[src/sv/co2fc_pkg.sv]
// ----------------------------------------------------------------------------
// co2fc_pkg
// Shared types and constants for the CO2 sensor response frame checker.
// ----------------------------------------------------------------------------
package co2fc_pkg;

	localparam int FRAME_BYTES = 9;
	localparam int POS_W       = 4;
	localparam int CFG_IDX_W   = 2;

	localparam logic [POS_W-1:0] POS_FIRST = '0;
	localparam logic [POS_W-1:0] POS_CMD   = POS_W'(1);
	localparam logic [POS_W-1:0] POS_HIGH  = POS_W'(2);
	localparam logic [POS_W-1:0] POS_LOW   = POS_W'(3);
	localparam logic [POS_W-1:0] POS_LAST  = POS_W'(FRAME_BYTES - 1);
	localparam logic [POS_W-1:0] POS_IDLE  = POS_W'(FRAME_BYTES);

	localparam logic [7:0] HDR_START = 8'hFF;
	localparam logic [7:0] HDR_CMD   = 8'h86;

	localparam logic FUNC_BYTE    = 1'b0;
	localparam logic FUNC_TIMEOUT = 1'b1;

	localparam logic [2:0] ST_OK           = 3'd0;
	localparam logic [2:0] ST_BAD_HEADER   = 3'd1;
	localparam logic [2:0] ST_BAD_CHECKSUM = 3'd2;
	localparam logic [2:0] ST_RANGE        = 3'd3;
	localparam logic [2:0] ST_TIMEOUT      = 3'd4;

	localparam logic [CFG_IDX_W-1:0] REG_PPM_FLOOR   = CFG_IDX_W'(0);
	localparam logic [CFG_IDX_W-1:0] REG_PPM_CEILING = CFG_IDX_W'(1);

	localparam logic [15:0] PPM_FLOOR_RST   = 16'd300;
	localparam logic [15:0] PPM_CEILING_RST = 16'd5000;

	typedef struct packed {
		logic       func;
		logic [7:0] rx_byte;
		logic       frame_start;
	} item_t;

	typedef struct packed {
		logic        valid;
		logic [15:0] ppm;
		logic [2:0]  status;
	} result_t;

endpackage

[src/sv/co2fc_frame.sv]
// ----------------------------------------------------------------------------
// co2fc_frame
// Frame state and per-byte update: header check, running checksum, reading
// capture and the final status decision for one registered item.
// ----------------------------------------------------------------------------
module co2fc_frame
	import co2fc_pkg::*;
(
	input  logic        clk,
	input  logic        arst_n,
	input  logic        take,
	input  item_t       item,
	input  logic [15:0] ppm_floor,
	input  logic [15:0] ppm_ceiling,
	output result_t     result
);

	logic [POS_W-1:0] pos_q, pos_d;
	logic [7:0]       sum_q, sum_d;
	logic             hdr_fail_q, hdr_fail_d;
	logic [7:0]       high_q, high_d;
	logic [7:0]       low_q, low_d;
	logic [15:0]      held_q, held_d;
	logic [POS_W-1:0] pos_eff;
	logic [7:0]       expect_sum;
	logic [15:0]      value;

	always_comb begin
		pos_d      = pos_q;
		sum_d      = sum_q;
		hdr_fail_d = hdr_fail_q;
		high_d     = high_q;
		low_d      = low_q;
		held_d     = held_q;
		result     = '{valid: 1'b0, ppm: held_q, status: ST_OK};
		pos_eff    = item.frame_start ? POS_FIRST : pos_q;
		expect_sum = 8'd0 - sum_q;
		value      = {high_q, low_q};
		if (item.func == FUNC_TIMEOUT) begin
			pos_d         = POS_IDLE;
			result.valid  = 1'b1;
			result.status = ST_TIMEOUT;
		end else if (pos_eff >= POS_IDLE) begin
			pos_d = pos_q;
		end else if (pos_eff == POS_FIRST) begin
			hdr_fail_d = (item.rx_byte != HDR_START);
			sum_d      = 8'd0;
			pos_d      = POS_CMD;
		end else if (pos_eff < POS_LAST) begin
			if (pos_eff == POS_CMD && item.rx_byte != HDR_CMD) begin
				hdr_fail_d = 1'b1;
			end
			if (pos_eff == POS_HIGH) begin
				high_d = item.rx_byte;
			end
			if (pos_eff == POS_LOW) begin
				low_d = item.rx_byte;
			end
			sum_d = sum_q + item.rx_byte;
			pos_d = pos_eff + POS_W'(1);
		end else begin
			pos_d        = POS_IDLE;
			result.valid = 1'b1;
			priority if (hdr_fail_q) begin
				result.status = ST_BAD_HEADER;
			end else if (expect_sum != item.rx_byte) begin
				result.status = ST_BAD_CHECKSUM;
			end else if (!(value > ppm_floor && value < ppm_ceiling)) begin
				result.status = ST_RANGE;
			end else begin
				result.status = ST_OK;
				held_d        = value;
				result.ppm    = value;
			end
		end
	end

	always_ff @(posedge clk or negedge arst_n) begin
		if (!arst_n) begin
			pos_q      <= POS_IDLE;
			sum_q      <= '0;
			hdr_fail_q <= 1'b0;
			high_q     <= '0;
			low_q      <= '0;
			held_q     <= '0;
		end else if (take) begin
			pos_q      <= pos_d;
			sum_q      <= sum_d;
			hdr_fail_q <= hdr_fail_d;
			high_q     <= high_d;
			low_q      <= low_d;
			held_q     <= held_d;
		end
	end

endmodule

[config.mk]
export PLATFORM = sky130hd
export DESIGN_NAME = co2fc_frame
export DESIGN_NICKNAME = d
export VERILOG_FILES = /design/src/sv/co2fc_pkg.sv /design/src/sv/co2fc_frame.sv
export SDC_FILE = /design/constraint.sdc
export NUM_CORES = 1
export LEC_CHECK = 0
export BUFFER_PORTS_ARGS = -buffer_cell sky130_fd_sc_hd__buf_2
export CORE_ASPECT_RATIO = 0.7
export CORE_UTILIZATION = 30
export DETAILED_ROUTE_END_ITERATION = 16
export GPL_ROUTABILITY_DRIVEN = 0
export PLACE_DENSITY = 0.52
export SYNTH_ARGS = -nofsm -noshare
export SYNTH_HDL_FRONTEND = slang
export SYNTH_SLANG_ARGS = --single-unit
[constraint.sdc]
create_clock -name clk -period 6.39 [get_ports clk]
set_clock_uncertainty 0.05 [all_clocks]
set_input_delay 1.278 -clock clk [delete_from_list [all_inputs] [get_ports clk]]
set_output_delay 1.278 -clock clk [all_outputs]
set_load 0.01 [all_outputs]
* Word-level counts from Yosys, hierarchy flattened
Cells that the tools add are included.
** Cells by class
- Bitwise logic cells :: 4
- Reduce and logical (&&, ||, !) cells :: 11
- Multiplexer cells :: 22
- Add/subtract/negate cells :: 3
- $lt $le $gt $ge :: 4
- Eq/ne operators :: 7
** Operators by type and width (number)
- 16-bit 2-to-1 mux :: 4
- 20-bit 2-to-1 mux :: 3
- 4-bit 2-to-1 mux :: 5
- 16-bit > comparator :: 1
- 16-bit < comparator :: 1
- 8-bit 2-to-1 mux :: 2
- 8-bit inequality test (second input constant) :: 2
- 6-bit AND reduction :: 2
- 5-bit AND reduction :: 2
- 8-bit adder :: 1
- 4-bit by 2-bit equality test with 1-bit output (second input constant) :: 2
- 8-bit inequality test :: 1
- 1-bit by 8-bit subtractor with 8-bit output (first input constant) :: 1
- 2-bit 2-to-1 mux :: 3
- 4-bit by 1-bit adder with 4-bit output (second input constant) :: 1
- 4-bit by 1-bit equality test with 1-bit output (second input constant) :: 1
- 4-bit greater-or-equal comparator (second input constant) :: 1
- 4-bit zero test :: 1
- 4-bit < comparator (second input constant) :: 1
- 1-bit 2-to-1 mux :: 4
- 1-bit NOT :: 4
- 4-bit AND reduction :: 1
- 2-bit nonzero test :: 2
- 3-bit 2-to-1 mux :: 1
- other kinds (3) :: 4
** Storage, ports and cells
- Bits in registers :: 45
- Output and inout bits :: 20
- Word-level logic and storage cells :: 57
- Input bits :: 45

* Logic depth before layout (Yosys ltp)
Gate-level depths: netlist (run 1).
- Depth in word-level cells :: 9
- Depth in mapped cells :: 10
- Mapped depth without buffers :: 10

* Least setup slack after synthesis (run 1)
OpenSTA, ideal clock, no wires.
- Path kind :: input to output
- From :: in ppm_ceiling[2]
- To :: out result[10] in the netlist's numbering
- Data required time :: 5.062 ns
- Arrival :: 3.489 ns
- Path buffers :: 1
- Stages on the path :: 10
- Setup slack :: 1.573 ns
- Cell sequence :: inv_1 -> ha_1 -> a21o_1 -> a31oi_1 -> o21ai_1 -> a2111oi_0 -> o211ai_1 -> nor3_4 -> buf_4 -> mux2_2
** RTL lines
- from (decl) :: line co2fc_frame.sv:14 : input logic [15:0] ppm_ceiling,
- to (decl) :: line co2fc_frame.sv:15 : output result_t result

==> results of run 1 <==
## layout by cell type (no fill, tap or decap), types with 11 or more instances in the layout
cell and count:
a21oi_1 15, buf_2 64, dfrtp_1 43, ha_1 43
inv_1 45, mux2_2 34, nand2_1 26, nand3_1 11
nor2_1 17, o21ai_0 14
## power breakdown
part	switching (mW)	internal, mW
registers	0.0332	0.307
clock network	0.121	0.146
logic	0.139	0.110
## path summary, 6_finish.rpt
| path | depth (start not counted) | to | slack [ns] |
|---|---|---|---|
| max reg2reg | 9 | held_q[3] | 2.72 |
| min in group asynchronous | 2 | sum_q[3] | 1.03 |
| min | 2 | pos_q[1] | 0.45 |
| min reg2reg | 2 | pos_q[1] | 0.45 |
| max in group asynchronous | 2 | held_q[1] | 4.83 |
| max | 12 | result[11] | 0.41 |
## cell type report
| type | instances | area (um2) | share of cell area, % |
|---|---|---|---|
| Multi-Input combinational cell | 252 | 2090 | 51.4 |
| Sequential cell | 45 | 1130 | 27.7 |
| Timing Repair Buffer | 67 | 343 | 8.42 |
| Tap cell | 153 | 191 | 4.70 |
| Inverter | 45 | 169 | 4.15 |
| Clock buffer | 5 | 125 | 3.07 |
| Clock inverter | 3 | 22.5 | 0.553 |
## cell families (layout without fill, tap and decap cells)
logic type	Yosys count	in the layout	share of synthesized area, %
buf+inv	49	120	5.92
compound gates	61	61	11.7
mux	45	45	15.9
fa+ha+maj	44	44	16.3
flops	45	45	32.9
xor+xnor	13	13	3.32
simple gates	89	89	14.0
## worst register-to-register path, cell delays in order (launching register included)
cell and delay, ns:
dfrtp_1 0.45, ha_1 0.32, a21o_1 0.18, a31oi_1 0.15
o21ai_1 0.18, a2111oi_0 0.84, o211ai_1 0.39, nor4_4 0.29
buf_4 0.34, mux2_2 0.38
## per-layer routing
metal / vias up / GRT usage, % / share of wire (%) / routed length [um]
met3: 4 / 3.24 / 4.0 / 347
met2: 52 / 22.8 / 39 / 3440
met4: 0 / 2.62 / 0.63 / 55
li1: 1364 / - / - / -
met1: 1282 / 24.4 / 56 / 4880
met5: - / 0 / 0 / 0
## through the flow
step,instances,power [mW],hold slack (ns),instance area [um2],setup slack [ns]
after global routing,570,0.920,0.471,4070,0.308
after global placement,562,0.584,0.408,3930,0.588
final,570,0.856,0.451,4070,0.412
after floorplan,346,0.518,0.389,3430,1.57
after CTS,570,0.868,0.454,4070,0.502
after detailed placement,562,0.595,0.434,3930,0.524
## sequential cells by signal (all words and copies together), names as in the netlist
signal / count
high_q: 8
held_q: 16
sum_q: 8
hdr_fail_q: 1
low_q: 8
pos_q: 4
==> flow_metrics.env, run 1 <==
export IMPL_crit_fanout=10
export IMPL_yosys_top_cells_area="dfrtp_1, ha_1, mux2_2"
export IMPL_outcome="finished clean"
export IMPL_ctsHtreeMaxLevel=2
export IMPL_first_iter_violations=104
export IMPL_layout_min_cycle_time_ns=5.98
export IMPL_io_pins=65
export IMPL_synth_top_cell_by_area="dfrtp_1"
export IMPL_grt_antenna_before_repair=0
export IMPL_initial_core_util_pct=31.0
export IMPL_cts_sinks=45
export IMPL_path_cells="buf_2 -> inv_1 -> ha_1 -> a21o_1 -> a31oi_1 -> o21ai_1 -> a2111oi_0 -> o211ai_1 -> nor3_4 -> buf_4 -> mux2_2 -> buf_2"
export IMPL_io_buffers=64
export IMPL_clock_latency_ns=0.29
export IMPL_hold_start="pos_q[1]"
export IMPL_clk_pin_slew_ns=0.07
export IMPL_cpMaxStageDelayCell="a2111oi_0"
export IMPL_synth_nets=435
export IMPL_grt_max_degree=46
export IMPL_nFillCells=1158
export IMPL_yosysMostFrequentCell="inv_1"
export IMPL_cap_viol_max_count=0
export IMPL_rows=32
export IMPL_critPathLaunch="ppm_ceiling[2]"
export IMPL_nNetsFinal=505
export IMPL_die_h_um=91.4
export IMPL_synth_cell_types=51
export IMPL_drive_above_1_share_pct=30.7
export IMPL_dieArea_um2=11900
export IMPL_post_cts_buffers=0
export IMPL_synth_cells=346
export IMPL_wire_per_inst_um=15.3
export IMPL_cts_hold_buf=0
export IMPL_synth_area_per_cell_um2=9.90
export IMPL_vias=2702
export IMPL_post_route_drc_count=0
export IMPL_cts_made_buffers=5
export IMPL_syn_cell_area_um2=3430
export IMPL_first_pass_iters=4
export IMPL_crit_top_cell="buf_2"
export IMPL_yosys_warnings=0
export IMPL_cts_tree="built"
export IMPL_end_kind="output port"
export IMPL_post_cts_resized=0
export IMPL_synth_top_area_share_pct=31.4
export IMPL_cp_arrival_ns=4.65
export IMPL_n_antenna_cell=0
export IMPL_synth_ff_type="dfrtp_1"
export IMPL_worst_pin_slew_ns=0.927
export IMPL_synth_enable_flop_cells=0
export IMPL_synthTopCellsByCount="inv_1, dfrtp_1, ha_1"
export IMPL_grt_use_total_pct=15.9
export IMPL_crit_required_ns=5.06
export IMPL_routed_wl_mm=8.72
export IMPL_reg2reg_from="low_q[2]"
export IMPL_vias_per_cell=4.74
export IMPL_clockBufferDepth=2
export IMPL_core_area_um2=11100
export IMPL_min_period_over_period_pct=93.6
export IMPL_ant_nets=0
export IMPL_gr_total_overflow=0
export IMPL_grt_pass1_wl_mm=14.4
export IMPL_dpl_hpwl_mm=6.91
export IMPL_start_kind="input port"
export IMPL_grt_pass1_vias=2744
export IMPL_area_delta_synth_final_pct=18.9
export IMPL_die_x_um=130
export IMPL_ys_seq_area_share_pct=32.9
export IMPL_async_flop_share_pct=100
export IMPL_fmax_mhz=167
export IMPL_critPathKind="in2out"
export IMPL_crit_family="compound AO/OA/AOI/OAI gates"
export IMPL_tns_ns=0
export IMPL_min_path_type="reg2reg"
export IMPL_fin_util_pct=36.9
export IMPL_power_leakage_nw=2.17
export IMPL_p_per_area_nw_per_um2=210
export IMPL_max_slew_margin_pct=36.6
export IMPL_finalMaxSlewViolations=0
export IMPL_synth_seq_cells=45
export IMPL_max_stage_delay_ns=0.84
export IMPL_hold_viol=0
export IMPL_finalSetupViolations=0
export IMPL_cts_root_buf="clkbuf_16"
export IMPL_rsz0062_at_grt="false"
export IMPL_vdd_drop_max_v=0.000120
export IMPL_path_buf_inv=4
(Power assumes the default switching activity.)
==> run 2, diff against run 1 <==
--- a/config.mk
+++ b/config.mk
@@ -10,7 +10,6 @@
 export CORE_UTILIZATION = 30
 export DETAILED_ROUTE_END_ITERATION = 16
 export GPL_ROUTABILITY_DRIVEN = 0
-export PLACE_DENSITY = 0.52
 export SYNTH_ARGS = -nofsm -noshare
 export SYNTH_HDL_FRONTEND = slang
 export SYNTH_SLANG_ARGS = --single-unit
==> run 2 against run 1 <==
Cell count fell by 0.18%. Non-clock buffer count decreased by 1. Wire length shrank 0.72%. Largest cell class unchanged. Highest routed layer unchanged.
==> flow_metrics.env, run 2 (same netlist as run 1, synthesis figures left out) <==
export IMPL_crit_fanout=10
export IMPL_ctsHtreeMaxLevel=2
export IMPL_critPathKind="in2out"
export IMPL_io_pins=65
export IMPL_clockBufferDepth=2
export IMPL_cts_root_buf="clkbuf_16"
export IMPL_nFillCells=1134
export IMPL_end_kind="output port"
export IMPL_min_period_over_period_pct=91.6
export IMPL_post_cts_resized=0
export IMPL_clock_latency_ns=0.28
export IMPL_dpl_hpwl_mm=6.81
export IMPL_vias_per_cell=4.87
export IMPL_drive_above_1_share_pct=30.3
export IMPL_hold_viol=0
export IMPL_clk_pin_slew_ns=0.06
export IMPL_grt_antenna_before_repair=0
export IMPL_cts_sinks=45
export IMPL_finalSetupViolations=0
export IMPL_fin_total_pwr_uw=894
export IMPL_area_delta_synth_final_pct=19.4
export IMPL_n_antenna_cell=0
export IMPL_grt_pass1_vias=2759
export IMPL_finalMaxSlewViolations=0
export IMPL_grt_max_degree=46
export IMPL_post_cts_buffers=0
export IMPL_cap_viol_max_count=0
export IMPL_layout_commonest_cell="buf_2"
export IMPL_pre_cts_ws_ns=0.584
export IMPL_initial_core_util_pct=31.0
export IMPL_nNetsFinal=504
export IMPL_cts_tree="built"
export IMPL_fmax_mhz=171
export IMPL_core_area_um2=11100
export IMPL_start_kind="input port"
export IMPL_tns_ns=0
export IMPL_worst_pin_slew_ns=1.03
export IMPL_largest_register="held_q"
export IMPL_min_path_type="reg2reg"
export IMPL_first_pass_iters=4
export IMPL_crit_required_ns=5.06
export IMPL_setup_ws_ns=0.539
export IMPL_max_slew_margin_pct=31.2
export IMPL_die_h_um=91.4
export IMPL_post_route_drc_count=0
export IMPL_routed_wl_mm=8.66
export IMPL_layout_min_cycle_time_ns=5.85
export IMPL_largest_register_ffs=16
export IMPL_ant_nets=0
export IMPL_rsz0062_at_grt="false"
export IMPL_vdd_drop_max_v=0.000123
export IMPL_die_x_um=130
export IMPL_vias=2771
export IMPL_wire_per_inst_um=15.2
export IMPL_cts_made_buffers=5
export IMPL_final_seq_area_um2=1130
export IMPL_multi_input_area_um2=2090
export IMPL_first_iter_violations=161
export IMPL_final_cell_mix="buf_2, inv_1, ha_1, dfrtp_1, mux2_2"
export IMPL_grt_use_total_pct=15.7
export IMPL_cts_hold_buf=0
export IMPL_dieArea_um2=11900
export IMPL_io_buffers=64
export IMPL_power_leakage_nw=2.17
export IMPL_cp_arrival_ns=4.52
export IMPL_p_per_area_nw_per_um2=219
export IMPL_outcome="finished clean"
export IMPL_rows=32
export IMPL_gr_total_overflow=0
export IMPL_grt_pass1_wl_mm=14.3
export IMPL_hold_slack_ns=0.430
==> run 2: changes by cell type in the layout (fill, tap and decap cells not counted) <==
cell       change
buf_4          -1
bufinv_16      +1
clkinv_4       -2
clkbuf_1       +1
clkinv_2       -1
clkbuf_8       +1
==> run 2: path summary, 6_finish.rpt <==
| kind | from | to | slack [ns] | cells past startpoint |
|---|---|---|---|---|
| worst max-delay path | ppm_ceiling[2] | result[14] | 0.54 | 12 |
| worst min-delay path | pos_q[1] | pos_q[1] | 0.43 | 2 |
| worst max register to register | low_q[2] | held_q[5] | 2.80 | 9 |
| worst min register to register | pos_q[1] | pos_q[1] | 0.43 | 2 |
| max in group asynchronous | arst_n | held_q[8] | 4.53 | 1 |
| min in group asynchronous | arst_n | pos_q[1] | 1.12 | 1 |
==> run 2: final cells by class <==
| type | instances | share of cell area, % |
|---|---|---|
| Clock inverter | 1 | 0.734 |
| Clock buffer | 7 | 3.49 |
| Inverter | 45 | 4.13 |
| Sequential cell | 45 | 27.6 |
| Tap cell | 153 | 4.68 |
| Timing Repair Buffer | 66 | 8.20 |
| Multi-Input combinational cell | 252 | 51.2 |
==> run 2: report_power, final <==
group	switching (mW)	leakage, nW	internal (mW)
registers	0.0326	0.609	0.307
logic	0.139	1.48	0.110
clock network	0.110	0.0841	0.196
total	0.282	2.17	0.613
==> run 2: per-stage QoR <==
step                utilization [%]  instances  cell area, um2
floorplan                         -        346            3430
global placement               35.5        561            3920
detailed placement             35.5        561            3920
CTS                            37.0        569            4090
global route                   37.0        569            4090
finish                         37.0        569            4090
==> run 2: critical path, cell delays in order <==
cell	delay (ns)
buf_2	0.08
inv_1	0.04
ha_1	0.30
a21o_1	0.18
a31oi_1	0.15
o21ai_1	0.17
a2111oi_0	0.76
o211ai_1	0.37
nor3_4	0.43
buf_4	0.28
mux2_2	0.36
buf_2	0.14
==> run 2: routing by layer <==
metal | up-vias | share of wire [%] | routed length [um] | GRT usage [%]
met3 | 5 | 4.9 | 424 | 2.83
li1 | 1363 | - | - | -
met4 | 0 | 0.75 | 65 | 3.49
met1 | 1336 | 53 | 4550 | 23.7
met5 | - | 0 | 0 | 0
met2 | 67 | 42 | 3620 | 22.9
==> run 3, diff against run 2 <==
--- a/config.mk
+++ b/config.mk
@@ -5,6 +5,7 @@
 export SDC_FILE = /design/constraint.sdc
 export NUM_CORES = 1
 export LEC_CHECK = 0
+export ABC_AREA = 1
 export BUFFER_PORTS_ARGS = -buffer_cell sky130_fd_sc_hd__buf_2
 export CORE_ASPECT_RATIO = 0.7
 export CORE_UTILIZATION = 30
==> run 3 against run 2 <==
Wire length increased by 22%. Core utilization shrank 1.6 points. Critical path depth increased by 4. Fmax up 15%. Area after synthesis is 18% higher. First-iteration DRC count increased by 42%. Sequential share of layout area fell by 3.4 points. Clock-buffer cell count down 2.
==> flow_metrics.env, run 3 <==
export IMPL_nNetsFinal=731
export IMPL_min_path_type="reg2reg"
export IMPL_setup_ws_ns=1.30
export IMPL_crit_required_ns=5.06
export IMPL_max_slew_margin_pct=29.9
export IMPL_syn_cell_area_um2=4050
export IMPL_synth_nets=677
export IMPL_comb_power_share_pct=47.0
export IMPL_hold_end="pos_q[0]"
export IMPL_vias=3743
export IMPL_io_buffers=64
export IMPL_die_x_um=141
export IMPL_worstRegToRegCells=14
export IMPL_outcome="finished clean"
export IMPL_clock_power_share_pct=21.2
export IMPL_start_kind="input port"
export IMPL_post_cts_resized=0
export IMPL_synth_top_cell_by_area="dfrtp_1"
export IMPL_io_pins=65
export IMPL_dpl_hpwl_mm=8.03
export IMPL_p_per_area_nw_per_um2=293
export IMPL_stdcell_area_um2=4660
export IMPL_post_route_drc_count=0
export IMPL_rows=35
export IMPL_nFillCells=1434
export IMPL_n_antenna_cell=0
export IMPL_final_seq_area_um2=1130
export IMPL_initial_core_util_pct=30.7
export IMPL_hold_viol=0
export IMPL_power_leakage_nw=2.57
export IMPL_grt_use_total_pct=15.7
export IMPL_first_iter_violations=229
export IMPL_synth_area_per_cell_um2=6.89
export IMPL_post_cts_buffers=0
export IMPL_cts_hold_buf=0
export IMPL_fmax_mhz=196
export IMPL_clockBufferDepth=2
export IMPL_synth_cells=588
export IMPL_rsz0062_at_grt="false"
export IMPL_synth_ff_type="dfrtp_1"
export IMPL_grt_pass1_vias=3413
export IMPL_crit_fanout=33
export IMPL_grt_max_degree=46
export IMPL_grt_antenna_before_repair=0
export IMPL_critPathKind="in2out"
export IMPL_ys_seq_area_share_pct=27.8
export IMPL_wire_per_inst_um=12.7
export IMPL_cp_arrival_ns=3.77
export IMPL_largest_register_ffs=16
export IMPL_yosys_top_cells_area="dfrtp_1, ha_1, nand2_1"
export IMPL_cts_tree="built"
export IMPL_synthTopCellsByCount="nand2_1, inv_1, dfrtp_1, ha_1, nand3_1"
export IMPL_worst_pin_slew_ns=1.05
export IMPL_final_cell_mix="nand2_1, inv_1, buf_2, ha_1, dfrtp_1"
export IMPL_synth_cell_types=39
export IMPL_cts_root_buf="clkbuf_16"
export IMPL_tns_ns=0
export IMPL_async_flop_share_pct=100
export IMPL_clock_latency_ns=0.29
export IMPL_dieArea_um2=14000
export IMPL_min_period_over_period_pct=79.7
export IMPL_finalMaxSlewViolations=0
export IMPL_cap_viol_max_count=0
export IMPL_layout_min_cycle_time_ns=5.09
export IMPL_grt_pass1_wl_mm=17.3
export IMPL_ant_nets=0
export IMPL_first_pass_iters=5
export IMPL_largest_register="held_q"
export IMPL_drive_above_1_share_pct=15.4
export IMPL_clk_pin_slew_ns=0.06
export IMPL_gr_total_overflow=0
export IMPL_cts_sinks=45
export IMPL_vias_per_cell=4.53
export IMPL_multi_input_area_um2=2330
export IMPL_vdd_drop_max_v=0.000107
export IMPL_reg2reg_from="sum_q[1]"
export IMPL_area_delta_synth_final_pct=15.1
export IMPL_layout_commonest_cell="nand2_1"
export IMPL_routed_wl_mm=10.5
export IMPL_cts_made_buffers=5
export IMPL_pre_cts_ws_ns=1.30
export IMPL_finalSetupViolations=0
export IMPL_reg2reg_slack_ns=3.51
export IMPL_end_kind="output port"
export IMPL_hold_start="pos_q[0]"
export IMPL_synth_seq_cells=45
export IMPL_synth_enable_flop_cells=0
export IMPL_die_h_um=99.2
export IMPL_reg2reg_to="held_q[7]"
export IMPL_place_area_um2=4500
export IMPL_p_int_uw=794
export IMPL_yosys_warnings=0
export IMPL_ctsHtreeMaxLevel=2
export IMPL_synth_top_area_share_pct=26.6
export IMPL_switchingPower_uw=573
export IMPL_switching_share_pct=41.9
export IMPL_min_delay_path_depth=2
export IMPL_pwr_share_seq_pct=31.8
export IMPL_yosysMostFrequentCell="nand2_1"
export IMPL_core_area_um2=13200
run 3: layer usage:
metal  routed length (um)  global-route usage [%]
met5                    0                       0
met2                 3900                    21.5
met3                  459                    2.50
met1                 6100                    25.1
met4                   61                    3.26
run 3: logic make-up (layout without fill, tap and decap cells):
group / after synthesis / after routing / share of synthesized area [%]
simple gates: 259 / 259 / 30.3
compound gates: 86 / 86 / 11.6
xor+xnor: 8 / 8 / 1.73
fa+ha+maj: 44 / 44 / 13.8
flops: 45 / 45 / 27.8
buf+inv: 146 / 200 / 14.7
run 3: layout make-up:
type / count / share of cell area [%]
clock buffer: 5 / 2.68
multi-input combinational: 397 / 49.9
tap: 185 / 4.96
inverter: 126 / 10.1
clock inverter: 2 / 0.751
sequential: 45 / 24.2
timing repair buffer: 67 / 7.35
run 3: worst max path at each step:
stage,from,end,slack (ns),cells after the start
6_report,item[1],result[13],1.30,16
5_1_grt,ppm_ceiling[9],result[7],0.94,17
4_1_cts,item[1],result[17],1.30,16
3_5_place_dp,item[1],result[17],1.30,16
3_3_place_gp,item[1],result[17],1.31,16
2_1_floorplan,item[0],result[1],2.13,9
run 3: worst max-delay path, cell delays in order:
cell and delay (ns):
buf_2 0.11, ha_1 0.28, inv_1 0.08, nand2_1 0.05
nor2_1 0.07, o21ai_0 0.09, nor2_1 0.12, nand3_1 0.13
nor2_4 0.12, buf_4 0.30, nand3_2 0.56, nand2_1 0.21
nand3_1 0.09, nand2_1 0.08, inv_1 0.04, buf_2 0.14
run 3: power by group through the flow:
stage | clock [mW] | combinational [mW] | sequential [mW]
floorplan | 0 | 0.502 | 0.410
global placement | 0 | 0.638 | 0.438
detailed placement | 0 | 0.643 | 0.436
CTS | 0.297 | 0.645 | 0.433
global route | 0.308 | 0.747 | 0.444
finish | 0.289 | 0.643 | 0.434
run 3: through the flow:
| step | utilization, % | instances | total power [mW] | hold slack, ns |
|---|---|---|---|---|
| 3_3_place_gp | 34.2 | 820 | 1.08 | 0.444 |
| 2_1_floorplan | - | 588 | 0.912 | 0.426 |
| 4_1_cts | 35.4 | 827 | 1.38 | 0.452 |
| 3_5_place_dp | 34.2 | 820 | 1.08 | 0.443 |
| 5_1_grt | 35.4 | 827 | 1.50 | 0.489 |
| 6_report | 35.4 | 827 | 1.37 | 0.452 |
